### src/rtl/snrdb_pkg.sv
// Package for the SNR dB meter: widths, status codes, shared types and the
// log2 fraction function used to build the lookup table at elaboration.
// No dependencies.
package snrdb_pkg;

    localparam int SAMPLE_WIDTH_DEF   = 16;
    localparam int LOG_TABLE_BITS_DEF = 6;

    localparam int ENERGY_WIDTH = 64;
    localparam int POS_WIDTH    = $clog2(ENERGY_WIDTH);
    localparam int FRAC_WIDTH   = 16;
    localparam int LOG_WIDTH    = POS_WIDTH + FRAC_WIDTH;
    localparam int COEF_WIDTH   = 18;
    localparam int PROD_WIDTH   = LOG_WIDTH + COEF_WIDTH;
    localparam int ROUND_SHIFT  = 24;
    localparam int SNR_WIDTH    = 17;
    localparam int STATUS_WIDTH = 2;
    localparam int OUT_DATA_WIDTH = ((SNR_WIDTH + 7) / 8) * 8;
    localparam int OUT_USER_WIDTH = STATUS_WIDTH + 1;

    // 10*log10(2) in Q16
    localparam logic [COEF_WIDTH-1:0] DB_PER_LOG2_Q16 = COEF_WIDTH'(197283);
    localparam logic signed [SNR_WIDTH-1:0] SNR_MAX = SNR_WIDTH'(65535);

    localparam logic [STATUS_WIDTH-1:0] ST_NORMAL    = 2'd0;
    localparam logic [STATUS_WIDTH-1:0] ST_ERR_ZERO  = 2'd1;
    localparam logic [STATUS_WIDTH-1:0] ST_SIG_ZERO  = 2'd2;
    localparam logic [STATUS_WIDTH-1:0] ST_BOTH_ZERO = 2'd3;

    typedef struct packed {
        logic [ENERGY_WIDTH-1:0] sig_energy;
        logic [ENERGY_WIDTH-1:0] err_energy;
        logic                    clip;
    } t_snap;

    typedef struct packed {
        logic signed [SNR_WIDTH-1:0] snr;
        logic [STATUS_WIDTH-1:0]     status;
        logic                        sat;
    } t_result;

    // Fraction of log2(1 + idx/2^tbits) by repeated squaring of a Q30 mantissa.
    // Only ever called with constant arguments.
    function automatic logic [FRAC_WIDTH-1:0] log_frac(input int idx, input int tbits);
        logic [63:0]           m;
        logic [FRAC_WIDTH-1:0] f;
        m = (64'(1) << 30) + (64'(idx) << (30 - tbits));
        f = '0;
        for (int b = FRAC_WIDTH - 1; b >= 0; b--) begin
            m = (m * m) >> 30;
            if (m[31]) begin
                f[b] = 1'b1;
                m    = m >> 1;
            end
        end
        return f;
    endfunction

    // Position of the leading one; zero for a zero input.
    function automatic logic [POS_WIDTH-1:0] lead_one(input logic [ENERGY_WIDTH-1:0] v);
        logic [POS_WIDTH-1:0] p;
        p = '0;
        for (int i = 0; i < ENERGY_WIDTH; i++) begin
            if (v[i]) begin
                p = POS_WIDTH'(i);
            end
        end
        return p;
    endfunction

endpackage

### src/rtl/snrdb_accum.sv
// Input register, squaring stage and saturating energy accumulators.
// Emits a snapshot of both sums and the clip flag on each last sample.
// Depends on snrdb_pkg.
module snrdb_accum #(
    parameter int SAMPLE_WIDTH = snrdb_pkg::SAMPLE_WIDTH_DEF
) (
    input  logic                           i_clk,
    input  logic                           i_rst_n,
    input  logic                           i_en,
    input  logic                           i_valid,
    input  logic signed [SAMPLE_WIDTH-1:0] i_orig,
    input  logic signed [SAMPLE_WIDTH-1:0] i_mod,
    input  logic                           i_last,
    output logic                           o_snap_valid,
    output snrdb_pkg::t_snap               o_snap
);

    localparam int EW = snrdb_pkg::ENERGY_WIDTH;

    logic                           r0_valid;
    logic signed [SAMPLE_WIDTH-1:0] r0_orig;
    logic signed [SAMPLE_WIDTH-1:0] r0_mod;
    logic                           r0_last;

    logic                           r1_valid;
    logic                           r1_last;
    logic [2*SAMPLE_WIDTH-1:0]      r1_sq_sig;
    logic [2*SAMPLE_WIDTH+1:0]      r1_sq_err;

    logic [EW-1:0]                  r_sig_acc;
    logic [EW-1:0]                  r_err_acc;
    logic                           r_clip;

    logic                           r2_valid;
    snrdb_pkg::t_snap               r2_snap;

    logic signed [SAMPLE_WIDTH:0]     w_diff;
    logic signed [2*SAMPLE_WIDTH-1:0] w_prod_sig;
    logic signed [2*SAMPLE_WIDTH+1:0] w_prod_err;
    logic [EW:0]                      w_sum_sig;
    logic [EW:0]                      w_sum_err;
    logic [EW-1:0]                    n_sig_acc;
    logic [EW-1:0]                    n_err_acc;
    logic                             n_clip;

    assign w_diff     = r0_orig - r0_mod;
    assign w_prod_sig = r0_orig * r0_orig;
    assign w_prod_err = w_diff * w_diff;

    assign w_sum_sig = {1'b0, r_sig_acc} + (EW + 1)'(r1_sq_sig);
    assign w_sum_err = {1'b0, r_err_acc} + (EW + 1)'(r1_sq_err);

    always_comb begin
        n_sig_acc = w_sum_sig[EW] ? {EW{1'b1}} : w_sum_sig[EW-1:0];
        n_err_acc = w_sum_err[EW] ? {EW{1'b1}} : w_sum_err[EW-1:0];
        n_clip    = r_clip | w_sum_sig[EW] | w_sum_err[EW];
    end

    always_ff @(posedge i_clk) begin
        if (!i_rst_n) begin
            r0_valid  <= 1'b0;
            r1_valid  <= 1'b0;
            r2_valid  <= 1'b0;
            r_sig_acc <= '0;
            r_err_acc <= '0;
            r_clip    <= 1'b0;
        end else if (i_en) begin
            r0_valid <= i_valid;
            r1_valid <= r0_valid;
            r2_valid <= r1_valid & r1_last;
            if (r1_valid) begin
                if (r1_last) begin
                    r_sig_acc <= '0;
                    r_err_acc <= '0;
                    r_clip    <= 1'b0;
                end else begin
                    r_sig_acc <= n_sig_acc;
                    r_err_acc <= n_err_acc;
                    r_clip    <= n_clip;
                end
            end
        end
    end

    always_ff @(posedge i_clk) begin
        if (i_en) begin
            r0_orig   <= i_orig;
            r0_mod    <= i_mod;
            r0_last   <= i_last;
            r1_last   <= r0_last;
            r1_sq_sig <= $unsigned(w_prod_sig);
            r1_sq_err <= $unsigned(w_prod_err);
            r2_snap.sig_energy <= n_sig_acc;
            r2_snap.err_energy <= n_err_acc;
            r2_snap.clip       <= n_clip;
        end
    end

    assign o_snap_valid = r2_valid;
    assign o_snap       = r2_snap;

    a_clear_after_last: assert property (@(posedge i_clk) disable iff (!i_rst_n)
        (i_en && r1_valid && r1_last) |=>
            (r_sig_acc == '0 && r_err_acc == '0 && !r_clip))
        else $error("energy sums not cleared after last sample");

    a_snap_only_on_last: assert property (@(posedge i_clk) disable iff (!i_rst_n)
        (i_en && !(r1_valid && r1_last)) |=> !r2_valid)
        else $error("snapshot issued without a last sample");

endmodule

### src/rtl/snrdb_log.sv
// Log-ratio pipeline: leading-one log2 of both energies, difference,
// scaling to dB in Q8.8 with rounding and clamp, special-case selection.
// Depends on snrdb_pkg.
module snrdb_log #(
    parameter int LOG_TABLE_BITS = snrdb_pkg::LOG_TABLE_BITS_DEF
) (
    input  logic                i_clk,
    input  logic                i_rst_n,
    input  logic                i_en,
    input  logic                i_snap_valid,
    input  snrdb_pkg::t_snap    i_snap,
    output logic                o_res_valid,
    output snrdb_pkg::t_result  o_res
);

    localparam int EW   = snrdb_pkg::ENERGY_WIDTH;
    localparam int PW   = snrdb_pkg::POS_WIDTH;
    localparam int FW   = snrdb_pkg::FRAC_WIDTH;
    localparam int LW   = snrdb_pkg::LOG_WIDTH;
    localparam int XW   = snrdb_pkg::PROD_WIDTH;
    localparam int SW   = snrdb_pkg::SNR_WIDTH;
    localparam int STW  = snrdb_pkg::STATUS_WIDTH;
    localparam int RS   = snrdb_pkg::ROUND_SHIFT;
    localparam int TB   = LOG_TABLE_BITS;
    localparam int TDEP = 2 ** TB;

    logic [FW-1:0] w_tab [TDEP];

    for (genvar g = 0; g < TDEP; g++) begin : g_tab
        localparam logic [FW-1:0] FRAC = snrdb_pkg::log_frac(g, TB);
        assign w_tab[g] = FRAC;
    end

    // stage 3: leading one and table index
    logic            r3_valid;
    logic [PW-1:0]   r3_pos_sig;
    logic [PW-1:0]   r3_pos_err;
    logic [TB-1:0]   r3_idx_sig;
    logic [TB-1:0]   r3_idx_err;
    logic [STW-1:0]  r3_status;
    logic            r3_clip;

    // stage 4: |log2 difference|
    logic            r4_valid;
    logic [LW-1:0]   r4_mag;
    logic            r4_neg;
    logic [STW-1:0]  r4_status;
    logic            r4_clip;

    // stage 5: scaled product
    logic            r5_valid;
    logic [XW-1:0]   r5_prod;
    logic            r5_neg;
    logic [STW-1:0]  r5_status;
    logic            r5_clip;

    logic [PW-1:0]     w_pos_sig;
    logic [PW-1:0]     w_pos_err;
    logic [EW+TB-1:0]  w_norm_sig;
    logic [EW+TB-1:0]  w_norm_err;
    logic              w_zero_sig;
    logic              w_zero_err;
    logic [STW-1:0]    n_status;
    logic [LW-1:0]     w_log_sig;
    logic [LW-1:0]     w_log_err;
    logic signed [LW:0] w_diff;
    logic [LW:0]       w_abs;
    logic [XW:0]       w_round;
    logic [SW-1:0]     w_quot;
    logic signed [SW-1:0] w_mag;
    logic signed [SW-1:0] w_snr;

    assign w_pos_sig  = snrdb_pkg::lead_one(i_snap.sig_energy);
    assign w_pos_err  = snrdb_pkg::lead_one(i_snap.err_energy);
    // bits under the leading one; zeros come in from below bit 0
    assign w_norm_sig = {i_snap.sig_energy, {TB{1'b0}}} >> w_pos_sig;
    assign w_norm_err = {i_snap.err_energy, {TB{1'b0}}} >> w_pos_err;
    assign w_zero_sig = (i_snap.sig_energy == '0);
    assign w_zero_err = (i_snap.err_energy == '0);

    always_comb begin
        if (w_zero_sig && w_zero_err) begin
            n_status = snrdb_pkg::ST_BOTH_ZERO;
        end else if (w_zero_err) begin
            n_status = snrdb_pkg::ST_ERR_ZERO;
        end else if (w_zero_sig) begin
            n_status = snrdb_pkg::ST_SIG_ZERO;
        end else begin
            n_status = snrdb_pkg::ST_NORMAL;
        end
    end

    assign w_log_sig = {r3_pos_sig, w_tab[r3_idx_sig]};
    assign w_log_err = {r3_pos_err, w_tab[r3_idx_err]};
    assign w_diff    = $signed({1'b0, w_log_sig}) - $signed({1'b0, w_log_err});
    assign w_abs     = w_diff[LW] ? $unsigned(-w_diff) : $unsigned(w_diff);

    // round half away from zero on the magnitude, then clamp
    assign w_round = {1'b0, r5_prod} + ((XW + 1)'(1) << (RS - 1));
    assign w_quot  = w_round[XW:RS];
    assign w_mag   = (w_quot > $unsigned(snrdb_pkg::SNR_MAX)) ? snrdb_pkg::SNR_MAX
                                                               : $signed(w_quot);
    assign w_snr   = r5_neg ? -w_mag : w_mag;

    always_comb begin
        o_res.status = r5_status;
        o_res.sat    = r5_clip;
        case (r5_status)
            snrdb_pkg::ST_BOTH_ZERO: o_res.snr = '0;
            snrdb_pkg::ST_ERR_ZERO:  o_res.snr = snrdb_pkg::SNR_MAX;
            snrdb_pkg::ST_SIG_ZERO:  o_res.snr = -snrdb_pkg::SNR_MAX;
            default:                 o_res.snr = w_snr;
        endcase
    end

    assign o_res_valid = r5_valid;

    always_ff @(posedge i_clk) begin
        if (!i_rst_n) begin
            r3_valid <= 1'b0;
            r4_valid <= 1'b0;
            r5_valid <= 1'b0;
        end else if (i_en) begin
            r3_valid <= i_snap_valid;
            r4_valid <= r3_valid;
            r5_valid <= r4_valid;
        end
    end

    always_ff @(posedge i_clk) begin
        if (i_en) begin
            r3_pos_sig <= w_pos_sig;
            r3_pos_err <= w_pos_err;
            r3_idx_sig <= w_norm_sig[TB-1:0];
            r3_idx_err <= w_norm_err[TB-1:0];
            r3_status  <= n_status;
            r3_clip    <= i_snap.clip;
            r4_mag     <= w_abs[LW-1:0];
            r4_neg     <= w_diff[LW];
            r4_status  <= r3_status;
            r4_clip    <= r3_clip;
            r5_prod    <= XW'(r4_mag * snrdb_pkg::DB_PER_LOG2_Q16);
            r5_neg     <= r4_neg;
            r5_status  <= r4_status;
            r5_clip    <= r4_clip;
        end
    end

endmodule

### src/rtl/snr_db_meter.sv
// Block SNR meter in dB: energy accumulation, log-ratio pipeline, output skid.
// Depends on snrdb_pkg, snrdb_accum and snrdb_log.
//
// One sample pair is taken in every cycle while o_s_axis_tready is high. Each pair adds original^2 and
// (original - modified)^2 to two 64-bit sums that saturate at full scale;
// the pair marked by tlast closes the block and yields one result,
// 10*log10(signal/error) in signed Q8.8 dB, on the output once it has passed
// the pipeline. The sums clear after that pair, so the next block can start in
// the very next cycle. The depth is set by the squaring stage, the 64-bit
// saturating add, and the four log stages (leading-one search, fraction table
// and subtract, dB multiply, round and clamp). A one-entry skid stage sits
// behind the result register: the input side stalls only once a result is held
// in the skid stage, and o_s_axis_tready is a register output.
module snr_db_meter #(
    parameter int SAMPLE_WIDTH   = snrdb_pkg::SAMPLE_WIDTH_DEF,
    parameter int LOG_TABLE_BITS = snrdb_pkg::LOG_TABLE_BITS_DEF
) (
    input  logic i_clk,
    input  logic i_rst_n,
    // original_sample [SAMPLE_WIDTH-1:0], modified_sample next, zero pad
    input  logic [((2*SAMPLE_WIDTH+7)/8)*8-1:0]   i_s_axis_tdata,
    input  logic                                  i_s_axis_tvalid,
    input  logic                                  i_s_axis_tlast,
    output logic                                  o_s_axis_tready,
    // snr_db [16:0], zero pad
    output logic [snrdb_pkg::OUT_DATA_WIDTH-1:0]  o_m_axis_tdata,
    // ratio_status [1:0], energy_saturated [2]
    output logic [snrdb_pkg::OUT_USER_WIDTH-1:0]  o_m_axis_tuser,
    output logic                                  o_m_axis_tvalid,
    input  logic                                  i_m_axis_tready
);

    localparam int SNW = snrdb_pkg::SNR_WIDTH;
    localparam int ODW = snrdb_pkg::OUT_DATA_WIDTH;

    logic                 w_en;
    logic                 w_snap_valid;
    snrdb_pkg::t_snap     w_snap;
    logic                 w_res_valid;
    snrdb_pkg::t_result   w_res;
    logic                 w_out_take;

    logic                 r_out_valid;
    snrdb_pkg::t_result   r_out;
    logic                 r_skid_valid;
    snrdb_pkg::t_result   r_skid;

    assign w_en            = !r_skid_valid;
    assign o_s_axis_tready = w_en;

    snrdb_accum #(
        .SAMPLE_WIDTH(SAMPLE_WIDTH)
    ) u_accum (
        .i_clk       (i_clk),
        .i_rst_n     (i_rst_n),
        .i_en        (w_en),
        .i_valid     (i_s_axis_tvalid),
        .i_orig      ($signed(i_s_axis_tdata[SAMPLE_WIDTH-1:0])),
        .i_mod       ($signed(i_s_axis_tdata[2*SAMPLE_WIDTH-1:SAMPLE_WIDTH])),
        .i_last      (i_s_axis_tlast),
        .o_snap_valid(w_snap_valid),
        .o_snap      (w_snap)
    );

    snrdb_log #(
        .LOG_TABLE_BITS(LOG_TABLE_BITS)
    ) u_log (
        .i_clk       (i_clk),
        .i_rst_n     (i_rst_n),
        .i_en        (w_en),
        .i_snap_valid(w_snap_valid),
        .i_snap      (w_snap),
        .o_res_valid (w_res_valid),
        .o_res       (w_res)
    );

    assign w_out_take = r_out_valid && i_m_axis_tready;

    always_ff @(posedge i_clk) begin
        if (!i_rst_n) begin
            r_out_valid  <= 1'b0;
            r_skid_valid <= 1'b0;
        end else if (r_skid_valid) begin
            if (w_out_take) begin
                r_skid_valid <= 1'b0;
            end
        end else if (w_res_valid) begin
            if (!r_out_valid || w_out_take) begin
                r_out_valid <= 1'b1;
            end else begin
                r_skid_valid <= 1'b1;
            end
        end else if (w_out_take) begin
            r_out_valid <= 1'b0;
        end
    end

    always_ff @(posedge i_clk) begin
        if (r_skid_valid) begin
            if (w_out_take) begin
                r_out <= r_skid;
            end
        end else if (w_res_valid) begin
            if (!r_out_valid || w_out_take) begin
                r_out <= w_res;
            end else begin
                r_skid <= w_res;
            end
        end
    end

    assign o_m_axis_tvalid = r_out_valid;
    assign o_m_axis_tdata  = {{(ODW - SNW){1'b0}}, r_out.snr};
    assign o_m_axis_tuser  = {r_out.sat, r_out.status};

    a_skid_behind_out: assert property (@(posedge i_clk) disable iff (!i_rst_n)
        r_skid_valid |-> r_out_valid)
        else $error("skid stage holds a result while the output is empty");

    a_both_zero_value: assert property (@(posedge i_clk) disable iff (!i_rst_n)
        (r_out_valid && r_out.status == snrdb_pkg::ST_BOTH_ZERO) |-> (r_out.snr == '0))
        else $error("both-zero result not reported as 0 dB");

    a_err_zero_value: assert property (@(posedge i_clk) disable iff (!i_rst_n)
        (r_out_valid && r_out.status == snrdb_pkg::ST_ERR_ZERO)
            |-> (r_out.snr == snrdb_pkg::SNR_MAX))
        else $error("zero error energy not reported as full scale");

endmodule

### config.mk
export PLATFORM = sky130hd
export DESIGN_NAME = snr_db_meter
export DESIGN_NICKNAME = d
export VERILOG_FILES = /design/src/rtl/snrdb_pkg.sv /design/src/rtl/snrdb_accum.sv /design/src/rtl/snrdb_log.sv /design/src/rtl/snr_db_meter.sv
export SDC_FILE = /design/constraint.sdc
export NUM_CORES = 2
export LEC_CHECK = 0
export ABC_AREA = 1
export CAP_MARGIN = 20
export CELL_PAD_IN_SITES_DETAIL_PLACEMENT = 2
export CELL_PAD_IN_SITES_GLOBAL_PLACEMENT = 2
export CORE_UTILIZATION = 44
export DETAILED_ROUTE_END_ITERATION = 10
export DONT_BUFFER_PORTS = 1
export PLACE_DENSITY_LB_ADDON = 0.1
export SETUP_SLACK_MARGIN = 0.3
export SYNTH_ARGS = -nofsm -noshare
export SYNTH_HDL_FRONTEND = slang
export SYNTH_SLANG_ARGS = --single-unit
### constraint.sdc
create_clock -name i_clk -period 29.5 [get_ports i_clk]
set_input_delay 4.425 -clock i_clk [delete_from_list [all_inputs] [get_ports i_clk]]
set_output_delay 4.425 -clock i_clk [all_outputs]
set_load 0.02 [all_outputs]
==> impl_metrics.json <==
{
  "outcome": "completed",
  "drc": 0,
  "port_buffers": 0,
  "grt_usage_pct": 34.1,
  "cap_violations": 0,
  "ctsResizeCount": 0,
  "io_pins": 66,
  "drive_above_1_share_pct": 4.42,
  "clock_latency_ns": 0.70,
  "synth_top_area_share_pct": 21.5,
  "area_growth_pct": 6.49,
  "dr.pass1.iters": 5,
  "drtAntennaViolNets": 0,
  "use_met2_pct": 63.1,
  "yosysTopAreaCell": "fa_1",
  "die-area_um2": 126000,
  "avgRoutedWirePerCell_um": 25.4,
  "worstMarginPinSlew_ns": 1.12,
  "synth_area_leaders": "fa_1 (21%), edfxtp_1 (19%), ha_1 (11%)",
  "wirelength_um": 215000,
  "num_rows": 129,
  "place_congestion": 0.864,
  "drt-initial-drc-count": 2625,
  "ctsHoldBuffers": 0,
  "top_usage_layer": "met2",
  "met3_usage_pct": 4.05,
  "slowest_delay_ns": 0.90,
  "crit_type": "reg2reg",
  "setup_tns_ns": 0,
  "vias": 48000,
  "post-dp-hpwl_um": 154000,
  "cts_made_buffers": 60,
  "dp.cells": 8358,
  "grt_max_degree": 112,
  "synth_seq_cells": 478,
  "min_path_type": "reg2reg",
  "setup_viol": 0,
  "critPathMostFrequentCell": "nand2_1",
  "grt_use_met1_pct": 38.6,
  "fp.coreArea_um2": 124000,
  "hold_viol_final": 0,
  "grt_overflow": 0,
  "cp_max_fo": 17,
  "multiInputGateArea_um2": 35900,
  "nFillCells": 14000,
  "whs_ns": 0.424,
  "finalCritPeriodShare_pct": 43.6,
  "post_cts_buffers": 0,
  "htreeDepth": 2,
  "die_w_um": 355,
  "max_clock_freq_ghz": 0.0777,
  "synth_cell_types": 69,
  "clk_pin_slew_ns": 0.06,
  "cts_sinks": 478,
  "min_period_ns": 12.87,
  "initial_core_util_pct": 44.4,
  "syn_avg_cell_area_um2": 7.97,
  "fin_util_pct": 47.2,
  "end_kind": "flip-flop",
  "antenna_found_initial": 3,
  "synth_area_um2": 54800,
  "nNetsFinal": 7903,
  "synth_edf_count": 341,
  "clk_path_buf_depth": 3,
  "cts_tree": "yes",
  "crit_arrival_ns": 13.28,
  "grt_first_pass_wirelength_um": 334000,
  "root_buffer": "clkbuf_16",
  "stdcell_count": 8474,
  "synth_ff_type": "edfxtp_1",
  "seqCellArea_um2": 13000,
  "relSlewSlack_pct": 24.6,
  "synth.yosys.seq_area_share_pct": 23.7,
  "die_h_um": 355,
  "syn_inst": 6883,
  "ys.warnings.count": 0,
  "startpoint_type": "flip-flop",
  "netlist_top_cells_count": "nand2_1 (1587), inv_1 (1318), fa_1 (588), ha_1 (494), nor2_1 (490)",
  "slew_viol_final": 0,
  "finClkSkew_ns": 0.0350,
  "first_global_vias": 56200,
  "slowest_stage": "edfxtp_1",
  "yosysMostFrequentCell": "nand2_1",
  "vias_per_cell": 5.66,
  "worstPathRequired_ns": 29.90,
  "synthArstFlopShare_pct": 0,
  "rsz0062_at_grt": "false"
}
## sequential cells by signal, indices dropped and copies added (netlist names), 3 cells and up
| name | count |
|---|---|
| u_accum.r1_sq_sig | 31 |
| u_accum.r1_sq_err | 33 |
| u_accum.r0_mod | 16 |
| u_log.r4_mag | 22 |
| u_accum.r0_orig | 16 |
| u_accum.r_err_acc | 64 |
| o_m_axis_tdata | 17 |
| r_skid | 20 |
| u_log.r3_pos_err | 6 |
| u_log.r5_prod | 17 |
| u_accum.o_snap | 129 |
| u_log.r3_pos_sig | 6 |
| u_accum.r_sig_acc | 64 |
| u_log.r3_idx_sig | 6 |
| u_log.r3_idx_err | 6 |
| o_m_axis_tuser | 3 |
## critical path, delay by kind of cell (launching register included)
family | cells | cell delay, ns
and+or+nand+nor | 24 | 4.08
adders and majority gates | 8 | 3.53
AOI/OAI and AO/OA | 15 | 3.02
buffers and inverters | 7 | 0.93
DFF | 1 | 0.90
xor gates and xnor gates | 1 | 0.12
## metal layers
layer  vias up  routed length (um)
li1      21500                   -
met2      1177              113000
met4         4               10900
met3       611                7060
met5         -                  34
met1     24700               84200
## path summary, 6_finish.rpt
path / from / to / slack [ns] / depth (start not counted)
hold / removal: u_log.r3_status[1] / u_log.r4_status[1] / 0.42 / 0
hold reg to reg: u_log.r3_status[1] / u_log.r4_status[1] / 0.42 / 0
setup reg to reg: u_accum.r0_orig[0] / u_accum.r1_sq_err[33] / 16.63 / 55
setup / recovery: u_accum.r0_orig[0] / u_accum.r1_sq_err[33] / 16.63 / 55
## final cells by class
| class | count | area share [%] |
|---|---|---|
| clock inverters | 24 | 0.452 |
| well taps | 1637 | 3.51 |
| multi-input cells | 4849 | 61.5 |
| clock buffers | 90 | 2.95 |
| inverters | 1346 | 8.67 |
| flip-flops and latches | 478 | 22.2 |
| diodes | 1 | 0.00429 |
| repair buffers | 49 | 0.636 |
## cell families after synthesis
logic type / share of synthesized area (%)
compound gates: 8.33
xor+xnor: 3.24
fa+ha+maj: 32.7
buf+inv: 10.9
flops: 23.7
mux: 0.0183
other cells: 0.00684
simple gates: 21.1
## placed cells by master, fill, tap and decap left out, drive strengths merged, types with 5 or more instances in the layout
cell / n
nand3: 468
nand3b: 11
xor2: 126
nor3: 68
edfxtp: 341
conb: 7
clkinv: 25
dfxtp: 137
o31ai: 11
nand2: 1593
a22oi: 5
o21bai: 30
o211ai: 43
o21ai: 225
inv: 1339
a211oi: 13
xnor2: 77
nand4: 23
o22ai: 5
a21oi: 376
or2: 72
a21o: 14
buf: 49
o221ai: 11
nor2: 498
o311ai: 12
fa: 588
a31oi: 21
nor4: 25
clkbuf: 90
ha: 494
## through the flow
step | worst slack, ns | area [um2]
5_1_grt | 16.24 | 58400
3_5_place_dp | 17.64 | 56400
2_1_floorplan | 16.17 | 54900
6_report | 16.63 | 58400
3_3_place_gp | 18.51 | 56400
4_1_cts | 16.80 | 58400
Power is left out: the tool's default activity adds up to more than one toggle a clock period on the data nets, which glitch-free logic cannot reach.
